`config.mk`:
```
export PLATFORM = sky130hd
export DESIGN_NAME = base64_stream_encoder_top
export DESIGN_NICKNAME = d
export VERILOG_FILES = /design/src/rtl/core/b64e_pkg.sv /design/src/rtl/core/base64_stream_encoder_top.sv /design/src/rtl/core/b64e_front.sv /design/src/rtl/core/b64e_queue.sv /design/src/rtl/core/b64e_back.sv
export SDC_FILE = /design/constraint.sdc
export NUM_CORES = 1
export LEC_CHECK = 0
export CAP_MARGIN = 40
export CORE_MARGIN = 3
export CORE_UTILIZATION = 50
export CTS_CLUSTER_DIAMETER = 100
export DETAILED_ROUTE_END_ITERATION = 8
export DONT_BUFFER_PORTS = 1
export GPL_TIMING_DRIVEN = 0
export PLACE_DENSITY = 0.68
export SLEW_MARGIN = 20
export SYNTH_ARGS = -nofsm -noshare
export SYNTH_HDL_FRONTEND = slang
export SYNTH_HIERARCHICAL = 1
export SYNTH_SLANG_ARGS = --single-unit
```
`constraint.sdc`:
```
create_clock -name clk -period 2.9 [get_ports clk]
set_clock_uncertainty 0.1 [all_clocks]
set_input_delay 0.58 -clock clk [delete_from_list [all_inputs] [get_ports clk]]
set_output_delay 0.58 -clock clk [all_outputs]
set_load 0.05 [all_outputs]
```
`src/rtl/core/b64e_pkg.sv`:
```
package b64e_pkg;

    localparam int QUEUE_DEPTH_DEF = 2;

    localparam logic [6:0] PAD_CHAR = 7'd61;  // '='
    localparam logic [5:0] SIX_MASK = 6'h3f;

    // one complete 24-bit group, ready for the character stage
    typedef struct packed {
        logic [23:0] word;
        logic [1:0]  pad_cnt;   // number of trailing '=' (0..2)
        logic        last;      // group closes the stream
    } group_t;

    // standard alphabet: A-Z, a-z, 0-9, '+', '/'
    function automatic logic [6:0] b64_char(input logic [5:0] v);
        logic [6:0] c;
        if (v < 6'd26)
            c = 7'd65 + {1'b0, v};
        else if (v < 6'd52)
            c = 7'd71 + {1'b0, v};          // 'a' - 26
        else if (v < 6'd62)
            c = {1'b0, v} - 7'd4;           // '0' - 52
        else if (v == 6'd62)
            c = 7'd43;                      // '+'
        else
            c = 7'd47;                      // '/'
        return c;
    endfunction

endpackage

```
`src/rtl/core/base64_stream_encoder_top.sv`:
```
// Streaming base64 encoder, standard alphabet with '=' padding.
// Input channel: one raw byte per beat (data_byte), last_byte set on the
//   final byte of a stream; in_valid/in_ready handshake.
// Output channel: one ASCII character per beat (out_char), last_char set
//   on the final character of the encoded stream; out_valid/out_ready.
// Every third byte, or a byte flagged last, closes a group of four
//   characters; a short final group is zero-filled and ends in one or two '='.
// Path: the beat that closes a group writes it into the group queue; the back
//   end loads it into its group register and then the output register.
// Throughput: the character stage emits one character per cycle while out_ready
//   is high, four characters per 3 bytes; the input takes a byte every cycle
//   until the group queue (QUEUE_DEPTH entries) fills.
// Stall: when the receiver holds out_ready low the output register holds its
//   beat, the group queue fills, and then in_ready drops.
// Reset: clears held bytes, the group count, the queue and the output valid;
//   in_ready is high from reset on, so a byte can be taken as soon as reset
//   is released.
module base64_stream_encoder_top
    import b64e_pkg::*;
#(
    parameter int QUEUE_DEPTH = QUEUE_DEPTH_DEF
)
(
    input  logic       clk,
    input  logic       rst_n,
    input  logic       in_valid,
    output logic       in_ready,
    input  logic [7:0] data_byte,
    input  logic       last_byte,
    output logic       out_valid,
    input  logic       out_ready,
    output logic [6:0] out_char,
    output logic       last_char
);

    group_t push_group;
    group_t q_group;
    logic   push;
    logic   pop;
    logic   q_full;
    logic   q_valid;

    // byte collection and group classification
    b64e_front u_front (
        .clk        (clk),
        .rst_n      (rst_n),
        .in_valid   (in_valid),
        .in_ready   (in_ready),
        .data_byte  (data_byte),
        .last_byte  (last_byte),
        .q_full     (q_full),
        .push       (push),
        .push_group (push_group)
    );

    // decouples byte intake from character output
    b64e_queue #(
        .DEPTH (QUEUE_DEPTH)
    ) u_queue (
        .clk        (clk),
        .rst_n      (rst_n),
        .push       (push),
        .push_group (push_group),
        .full       (q_full),
        .pop        (pop),
        .q_valid    (q_valid),
        .q_group    (q_group)
    );

    // sextet select, alphabet lookup, padding, output register
    b64e_back u_back (
        .clk       (clk),
        .rst_n     (rst_n),
        .q_valid   (q_valid),
        .q_group   (q_group),
        .pop       (pop),
        .out_valid (out_valid),
        .out_ready (out_ready),
        .out_char  (out_char),
        .last_char (last_char)
    );

endmodule

```
`src/rtl/core/b64e_front.sv`:
```
module b64e_front
    import b64e_pkg::*;
(
    input  logic       clk,
    input  logic       rst_n,
    input  logic       in_valid,
    output logic       in_ready,
    input  logic [7:0] data_byte,
    input  logic       last_byte,
    input  logic       q_full,
    output logic       push,
    output group_t     push_group
);

    logic [15:0] pending_reg, pending_next;
    logic [1:0]  count_reg, count_next;
    logic [1:0]  cnt_eff;
    logic        accept;

    assign in_ready = !q_full;
    assign accept   = in_valid && in_ready;
    assign cnt_eff  = (count_reg == 2'd3) ? 2'd0 : count_reg;

    always_comb
    begin
        pending_next       = pending_reg;
        count_next         = count_reg;
        push               = 1'b0;
        push_group.word    = {pending_reg, data_byte};
        push_group.pad_cnt = 2'd0;
        push_group.last    = last_byte;
        if (accept)
        begin
            priority if (cnt_eff == 2'd2)
            begin
                push         = 1'b1;
                pending_next = '0;
                count_next   = '0;
            end
            else if (!last_byte)
            begin
                pending_next = {pending_reg[7:0], data_byte};
                count_next   = cnt_eff + 2'd1;
            end
            else
            begin
                push         = 1'b1;
                pending_next = '0;
                count_next   = '0;
                if (cnt_eff == 2'd1)
                begin
                    push_group.word    = {pending_reg[7:0], data_byte, 8'd0};
                    push_group.pad_cnt = 2'd1;
                end
                else
                begin
                    push_group.word    = {data_byte, 16'd0};
                    push_group.pad_cnt = 2'd2;
                end
            end
        end
    end

    always_ff @(posedge clk or negedge rst_n)
    begin
        if (!rst_n)
        begin
            pending_reg <= '0;
            count_reg   <= '0;
        end
        else
        begin
            pending_reg <= pending_next;
            count_reg   <= count_next;
        end
    end

endmodule

```
`src/rtl/core/b64e_queue.sv`:
```
module b64e_queue
    import b64e_pkg::*;
#(
    parameter int DEPTH = QUEUE_DEPTH_DEF
)
(
    input  logic   clk,
    input  logic   rst_n,
    input  logic   push,
    input  group_t push_group,
    output logic   full,
    input  logic   pop,
    output logic   q_valid,
    output group_t q_group
);

    localparam int PW = (DEPTH > 1) ? $clog2(DEPTH) : 1;
    localparam int CW = $clog2(DEPTH + 1);
    localparam logic [PW-1:0] LAST_PTR = PW'(DEPTH - 1);
    localparam logic [CW-1:0] FULL_CNT = CW'(DEPTH);
    localparam logic [PW-1:0] PTR_ONE  = PW'(1);
    localparam logic [CW-1:0] CNT_ONE  = CW'(1);

    group_t        mem [DEPTH];
    logic [PW-1:0] wr_ptr_reg, rd_ptr_reg;
    logic [CW-1:0] count_reg;

    assign full    = (count_reg == FULL_CNT);
    assign q_valid = (count_reg != '0);
    assign q_group = mem[rd_ptr_reg];

    always_ff @(posedge clk)
    begin
        if (push)
            mem[wr_ptr_reg] <= push_group;
    end

    always_ff @(posedge clk or negedge rst_n)
    begin
        if (!rst_n)
        begin
            wr_ptr_reg <= '0;
            rd_ptr_reg <= '0;
            count_reg  <= '0;
        end
        else
        begin
            if (push)
                wr_ptr_reg <= (wr_ptr_reg == LAST_PTR) ? '0 : wr_ptr_reg + PTR_ONE;
            if (pop)
                rd_ptr_reg <= (rd_ptr_reg == LAST_PTR) ? '0 : rd_ptr_reg + PTR_ONE;
            if (push && !pop)
                count_reg <= count_reg + CNT_ONE;
            else if (pop && !push)
                count_reg <= count_reg - CNT_ONE;
        end
    end

endmodule

```
`src/rtl/core/b64e_back.sv`:
```
module b64e_back
    import b64e_pkg::*;
(
    input  logic       clk,
    input  logic       rst_n,
    input  logic       q_valid,
    input  group_t     q_group,
    output logic       pop,
    output logic       out_valid,
    input  logic       out_ready,
    output logic [6:0] out_char,
    output logic       last_char
);

    group_t     grp_reg;
    logic       busy_reg;
    logic [1:0] idx_reg;
    logic       ovalid_reg;
    logic [6:0] char_reg;
    logic       lastc_reg;

    logic       advance;
    logic       grp_done;
    logic [5:0] sext;
    logic       is_pad;
    logic [6:0] char_next;

    assign advance  = busy_reg && (!ovalid_reg || out_ready);
    assign grp_done = advance && (idx_reg == 2'd3);
    assign pop      = q_valid && (!busy_reg || grp_done);

    always_comb
    begin
        unique case (idx_reg)
            2'd0: sext = grp_reg.word[23:18];
            2'd1: sext = grp_reg.word[17:12];
            2'd2: sext = grp_reg.word[11:6];
            2'd3: sext = grp_reg.word[5:0];
        endcase
        // pad_cnt trailing slots become '='
        is_pad    = ({1'b0, idx_reg} >= (3'd4 - {1'b0, grp_reg.pad_cnt}));
        char_next = is_pad ? PAD_CHAR : b64_char(sext & SIX_MASK);
    end

    always_ff @(posedge clk)
    begin
        if (pop)
            grp_reg <= q_group;
        if (advance)
        begin
            char_reg  <= char_next;
            lastc_reg <= grp_reg.last && (idx_reg == 2'd3);
        end
    end

    always_ff @(posedge clk or negedge rst_n)
    begin
        if (!rst_n)
        begin
            busy_reg   <= 1'b0;
            idx_reg    <= '0;
            ovalid_reg <= 1'b0;
        end
        else
        begin
            if (pop)
                busy_reg <= 1'b1;
            else if (grp_done)
                busy_reg <= 1'b0;
            if (advance)
                idx_reg <= idx_reg + 2'd1;
            if (advance)
                ovalid_reg <= 1'b1;
            else if (out_ready)
                ovalid_reg <= 1'b0;
        end
    end

    assign out_valid = ovalid_reg;
    assign out_char  = char_reg;
    assign last_char = lastc_reg;

endmodule
```
=== Word-level counts from Yosys, hierarchy flattened ===
Memories as Yosys holds them, arrays and structs flattened. A register that Yosys moved wholly into a read port is not among the register bits.
Index checks and enable logic that the tools add are counted.

* Flip-flop bits (word level): 34
* RAM bits: 54
* Word-level logic and storage cells: 79
* Memories: 1

{| class="wikitable"
|+ Memories
! name !! words !! width !! read ports !! clocked after memory_dff !! wr ports !! line !! source
|-
| u_queue.mem || 2 || 27 || 1 || 1 || 1 || b64e_queue.sv:24 || <nowiki>group_t mem [DEPTH];</nowiki>
|}

* $add $sub $neg: 10
* Magnitude comparators: 4
* Equality and inequality tests: 8
* Muxes and demuxes: 27
* Reduce and logical (&&, ||, !) cells: 19

{| class="wikitable"
|+ Operators with widths
! operator !! number
|-
| 26-bit 2-to-1 mux || 4
|-
| 16-bit 2-to-1 mux || 2
|-
| 6-bit case mux with 4 select lines || 1
|-
| 7-bit 2-to-1 mux || 3
|-
| 7-bit by 6-bit adder with 7-bit output, first input constant || 2
|-
| 6-bit less-than comparator, second input constant || 2
|-
| 1-bit 2-to-1 mux || 11
|-
| 2-bit equality test, second input constant || 5
|-
| 2-bit 2-to-1 mux || 5
|-
| 2-bit nonzero test || 4
|-
| 1-bit logical AND || 7
|-
| 6-bit by 3-bit subtractor with 7-bit output, second input constant || 1
|-
| 2-bit by 1-bit adder with 2-bit output, second input constant || 3
|-
| 6-bit equality test, second input constant || 1
|-
| 6-bit by 5-bit less-than comparator with 1-bit output, second input constant || 1
|-
| 1-bit logical NOT || 5
|-
| 2-bit by 1-bit equality test with 1-bit output, second input constant || 2
|-
| 2-bit by 3-bit greater-or-equal comparator with 1-bit output || 1
|-
| 3-bit 2-to-1 mux || 1
|-
| 3-bit by 2-bit subtractor with 3-bit output, first input constant || 1
|-
| 1-bit adder, second input constant || 2
|-
| 2-bit logical NOT || 1
|-
| 1-bit logical OR || 2
|-
| 2-bit by 1-bit subtractor with 2-bit output, second input constant || 1
|}

=== Longest topological paths before layout ===
* Depth after elaboration: 9
* Gate-level depth with buffers: 12
* Gate-level depth less buffers: 10

=== Modules after synthesis ===
Netlist, hierarchy kept.

{| class="wikitable"
|+ Modules (own cells, without submodules)
! module !! times used !! cells each !! area an instance (sq um)
|-
| b64e_queue || 1 || 100 || 2237.1
|-
| b64e_back || 1 || 150 || 1955.6
|-
| b64e_front || 1 || 107 || 1157.4
|}

=== Least setup slack after synthesis ===
OpenSTA, ideal clock, no wires.

* Path type: reg2reg
* Start point: reg u_back.idx_reg[0]
* End point: reg u_back.char_reg[5] (netlist: u_back/out_char[5]), data pin
* Library setup time: 261 ps
* Arrival time: 2765 ps
* Data required time: 2539 ps
* Setup slack: -226 ps
* Cell stages (with the launch flop): 13
* Period minus slack after synthesis: 3126 ps
* Path through: dfrtp_1 -> inv_1 -> ha_1 -> buf_4 -> inv_2 -> buf_6 -> mux2i_1 -> ha_1 -> inv_1 -> a211oi_1 -> a311oi_4 -> or3_1 -> a311o_1

* Word-level cells in the longest chain between the ends: 6
* Elaborated cells on any way between the ends: 15
* Those cells by class: add/sub: 3; order compare: 4; eq/ne: 3; mux: 4; reduce/logical: 1

{| class="wikitable"
|+ RTL lines
! what !! line !! source
|-
| start, declared || b64e_back.sv:17 || <nowiki>logic [1:0] idx_reg;</nowiki>
|-
| start signal, assigned || b64e_back.sv:71 || <nowiki>idx_reg <= idx_reg + 2'd1;</nowiki>
|-
| 2-bit equality test, or another cell as far along || b64e_back.sv:34 || <nowiki>unique case (idx_reg)</nowiki>
|-
| 6-bit case mux with 4 select lines || b64e_back.sv:34 ||
|-
| 6-bit by 3-bit subtractor with 7-bit output / 6-bit less-than comparator (equally long branches) || b64e_pkg.sv:23, b64e_pkg.sv:22 ||
|-
| 7-bit 2-to-1 mux || b64e_pkg.sv:22 || <nowiki>else if (v < 6'd62)</nowiki>
|-
| 7-bit 2-to-1 mux || b64e_pkg.sv:20 || <nowiki>else if (v < 6'd52)</nowiki>
|-
| 7-bit 2-to-1 mux || b64e_pkg.sv:18 || <nowiki>if (v < 6'd26)</nowiki>
|-
| end signal, assigned || b64e_back.sv:51 || <nowiki>char_reg <= char_next;</nowiki>
|-
| end, declared || b64e_back.sv:19 || <nowiki>logic [6:0] char_reg;</nowiki>
|}

Several ways; a longest one is shown, not always the timed one.
A chain may end at the register's enable or synchronous reset.

=== Final worst setup path ===
Same ends and word-level chain as after synthesis.

==> summary.txt <==
Power
  • Clock network power share: 0.260
  • Pint: 5.31 mW
  • Logic pwr share: 0.390
  • Fraction of power consumed by sequential logic: 0.350
  • Static Leak: around 2.5 nW
  • Peak supply drop: a little over 0.0006 V
  • Reported net switching power: around 2.7 mW
  • Share of total power consumed by net switching: 0.339
  • Cell area power density: 1240 nW/um^2
  • PnR Total Power: 8.03 mW

Logic synthesis
  • Dominant cells by area after synthesis: edfxtp_1, dfrtp_1, mux2_4, mux2_2, ha_1
  • Count of flip-flops with a built-in enable after synthesis: between 80 and 90
  • Warnings from Yosys: 6
  • Count of different cell masters after synthesis: 56
  • Number of nets in the synthesized netlist: about 380
  • Gate Count Post-Synth: between 300 and 400
  • FF+latch count, synth: about 120
  • Share of the synthesized area in the top cell type: 0.500
  • FFs w/ async S/R, synth: 0.226
  • Flip-flop cell with the highest count after synthesis: edfxtp_1
  • Dominant cell type by area after synthesis: edfxtp_1
  • Sequential area share after synthesis: 0.621
  • Post-Synthesis Cell Area: around 5400 sq um
  • Average cell area after synthesis: between 10 and 15 sq um

Routing
  • Final routed DRC violation total: 0
  • Detailed-routing iteration count for the pre-antenna-repair pass: 5
  • Routed vias: between 2,000 and 3,000
  • Wire length reported by the detailed router: 9.50 mm
  • WL per Instance: around 17 microns
  • Via density: 5.32
  • 1st-iter DRT viols: about 150
  • Count of nets left with antenna violations after detail routing: 0

Die
  • Floorplan die area: roughly 12,000 sq um
  • Core area: between 10,000 and 15,000 sq um
  • Die width: 109 microns
  • Number of cell rows: 37
  • Die Span Y: 109 microns
  • Initial core utilization: 0.516
  • I/O pin count: 23

Global route
  • Final global-route overflow total: 0
  • Global-route wire length before repair: between 15 and 20 mm
  • Pin count of the biggest net entering global routing: 30
  • Initial antenna violation count: 0
  • Number of global-route vias before repair: between 3,000 and 4,000
  • Aggregate global-route resource usage: 0.180

Critical path
  • CP max stage delay: between 0.4 and 0.5 ns
  • Startpoint Class: register
  • CP delay by family, top: compound AO/OA/AOI/OAI gates
  • Critical-path maximum fanout: 6
  • CP Cell Sequence: inv_2 -> ha_4 -> buf_6 -> inv_4 -> buf_8 -> mux2i_4 -> ha_4 -> inv_4 -> a211oi_4 -> a311oi_4 -> or3_1 -> a311o_1
  • Sum of buffers and inverters on the critical path: 5
  • Required arrival time at the worst endpoint: 3.05 ns
  • Crit path DAT: 2.98 ns
  • Crit path max-delay cell type: dfrtp_1
  • Capturing element type of the critical path: register
  • Critical path class: reg -> reg

Status
  • Outcome: finished clean

STA
  • Crit path setup slack, layout: between 0.07 and 0.08 ns
  • Slew at the pin closest to its max-slew limit: 0.693 ns
  • Final period demand of the worst path: 2.83 ns
  • Post-route clock period utilization: 0.974
  • Final Hold Vio Count: 0
  • # setup viols final: 0
  • Worst-case hold slack: 0.110 ns
  • Worst slew slack as a fraction of its limit: 0.538
  • Setup repair after global routing missed its margin: yes
  • Highest clock frequency the design can meet: 354 MHz
  • Fin. max-slew vios: 0

Hold path
  • Class of the most critical hold timing path: in -> reg

Finish
  • Layout cells sized above 1: 0.333
  • # fillers: 795
  • Synth-to-layout area growth: 20.8%
  • Final net count: roughly 430
  • Max FFs per register: 54
  • Post-Layout Inst Area: between 6000 and 7000 sq um
  • Antenna Diode Count: 0

Run
  • Maximum Capacitance Violations: 0

Placement
  • Sum of net half-perimeters after detailed placement: 6.32 mm
  • Placer Congestion: ~0.83
  • Placement Setup Slack: -0.573 ns
  • Port Buffers: 0
  • Placed instance area: around 5600 sq um

Clocking
  • Inserted Clock Buffers: 17
  • Clk root buf: clkbuf_8
  • Htree depth: 4
  • Maximum clock path buffer count: 2
  • Number of sinks on the clock net: approximately 120
  • Clock tree from TritonCTS: done
  • Clock latency of the later-clocked register in the worst-skew pair: around 0.5 ns
  • Clock-pin slew on the worst setup and hold paths: 0.06 ns
## synth_stat cells, drive strengths merged (3+ instances only)
| master | number |
|---|---|
| ha | 14 |
| a21oi | 8 |
| nand2 | 20 |
| a22o | 19 |
| o21ai | 5 |
| nand2b | 5 |
| dfrtp | 26 |
| mux2i | 11 |
| buf | 13 |
| edfxtp | 89 |
| inv | 28 |
| mux2 | 45 |
| nor2 | 7 |
| nor2b | 13 |
| xor2 | 6 |
| a32oi | 3 |
| a222oi | 5 |
| and2 | 5 |
| o31ai | 4 |
## path summary, 6_finish.rpt
path	from	to	slack, ns	cells after the start
worst max-delay path	u_back/idx_reg[0]	u_back/out_char[5]	0.07	12
min in group asynchronous	rst_n	u_front/pending_reg[0]	0.41	2
max in group asynchronous	rst_n	u_queue/count_reg[1]	2.13	2
worst min-delay path	data_byte[0]	u_front/pending_reg[0]	0.11	1
worst max register to register	u_back/idx_reg[0]	u_back/out_char[5]	0.07	12
worst min register to register	u_queue/count_reg[1]	u_queue/count_reg[1]	0.38	1
## layer usage
layer / GRT usage / vias to the layer above / routed length [microns]
li1: - / 1429 / -
met1: 0.210 / 1432 / 4210
met2: 0.300 / 48 / 4930
met3: 0.0687 / 4 / 271
met4: 0.0703 / 0 / 86
met5: 0 / - / 0
## layout make-up
cell class / count / area (sq um) / area share
Tap cell: 136 / 170 / 0.0263
Inverter: 28 / 110 / 0.0170
Sequential cell: 115 / 3320 / 0.514
Buffer: 13 / 140 / 0.0217
Clock inverter: 15 / 189 / 0.0292
Multi-Input combinational cell: 200 / 1900 / 0.294
Clock buffer: 17 / 414 / 0.0641
Timing Repair Buffer: 24 / 215 / 0.0333
## worst register-to-register path, delay by kind of cell, from the launching register on
kind            cells  cell delay, ns
mux                 1            0.26
simple gates        1            0.38
fa+ha+maj           2            0.36
flops               1            0.42
buf+inv             5            0.44
compound gates      3            0.63
## stage by stage
step	utilization	instances	TNS (ns)
3_5_place_dp	0.536	494	-1.83
4_1_cts	0.615	545	-0.0767
5_1_grt	0.623	548	-0.0573
2_1_floorplan	-	357	-0.0904
3_3_place_gp	0.533	493	-10.13
6_report	0.623	548	0
## power by group through the flow
stage,Clock [mW],Sequential (mW),Combinational [mW]
final,2.09,2.81,3.13
after detailed placement,0,2.85,2.59
after global placement,0,2.83,2.53
after CTS,2.12,2.81,2.97
after global routing,2.21,2.87,3.45
after floorplan,0,2.78,2.10
## placed cells by master, fill, tap and decap left out, types with 2 or more instances in the layout
cell	synthesis	routed
o21ai_0	4	4
clkbuf_16	0	16
mux2_2	24	24
a22oi_1	2	2
clkinv_1	0	3
xnor2_1	2	2
nand2_1	19	19
a21oi_2	1	2
edfxtp_1	89	89
nor2b_1	13	12
buf_4	3	21
or2_2	2	2
mux2i_1	11	8
a22o_1	18	18
and2_1	4	2
nor2_1	7	7
inv_2	1	3
o31ai_1	4	3
buf_12	2	4
mux2_1	2	2
ha_1	14	9
nand4_1	2	2
bufinv_16	0	4
clkinv_2	0	2
clkinvlp_4	0	4
inv_1	27	23
ha_4	0	5
buf_2	2	2
buf_6	6	7
dfrtp_1	26	26
mux2i_4	0	2
inv_4	0	2
a222oi_1	5	5
a32oi_1	3	3
mux2_4	19	19
and2_2	1	3
a21oi_1	7	6
nand2b_1	5	5
xor2_1	6	6
## what timing repair did
| item | in CTS | in global routing |
|---|---|---|
| hold endpoints to repair | 26 | 0 |
| pin swaps | 7 | 7 |
| gates resized for setup | 14 | 13 |
| hold buffers | 2 | 0 |
| buffers inserted | 18 | 4 |
| setup endpoints to repair | 4 | 5 |
## kinds of logic after synthesis
| group | count (synthesis) | share of synthesized area |
|---|---|---|
| and+or+nand+nor | 63 | 0.0660 |
| AOI/OAI and AO/OA | 59 | 0.0919 |
| buffers and inverters | 42 | 0.0465 |
| muxes | 56 | 0.129 |
| xor gates and xnor gates | 8 | 0.0131 |
| DFF | 115 | 0.621 |
| adders and majority gates | 14 | 0.0327 |
No activity file was read; power rests on OpenSTA's default activity.
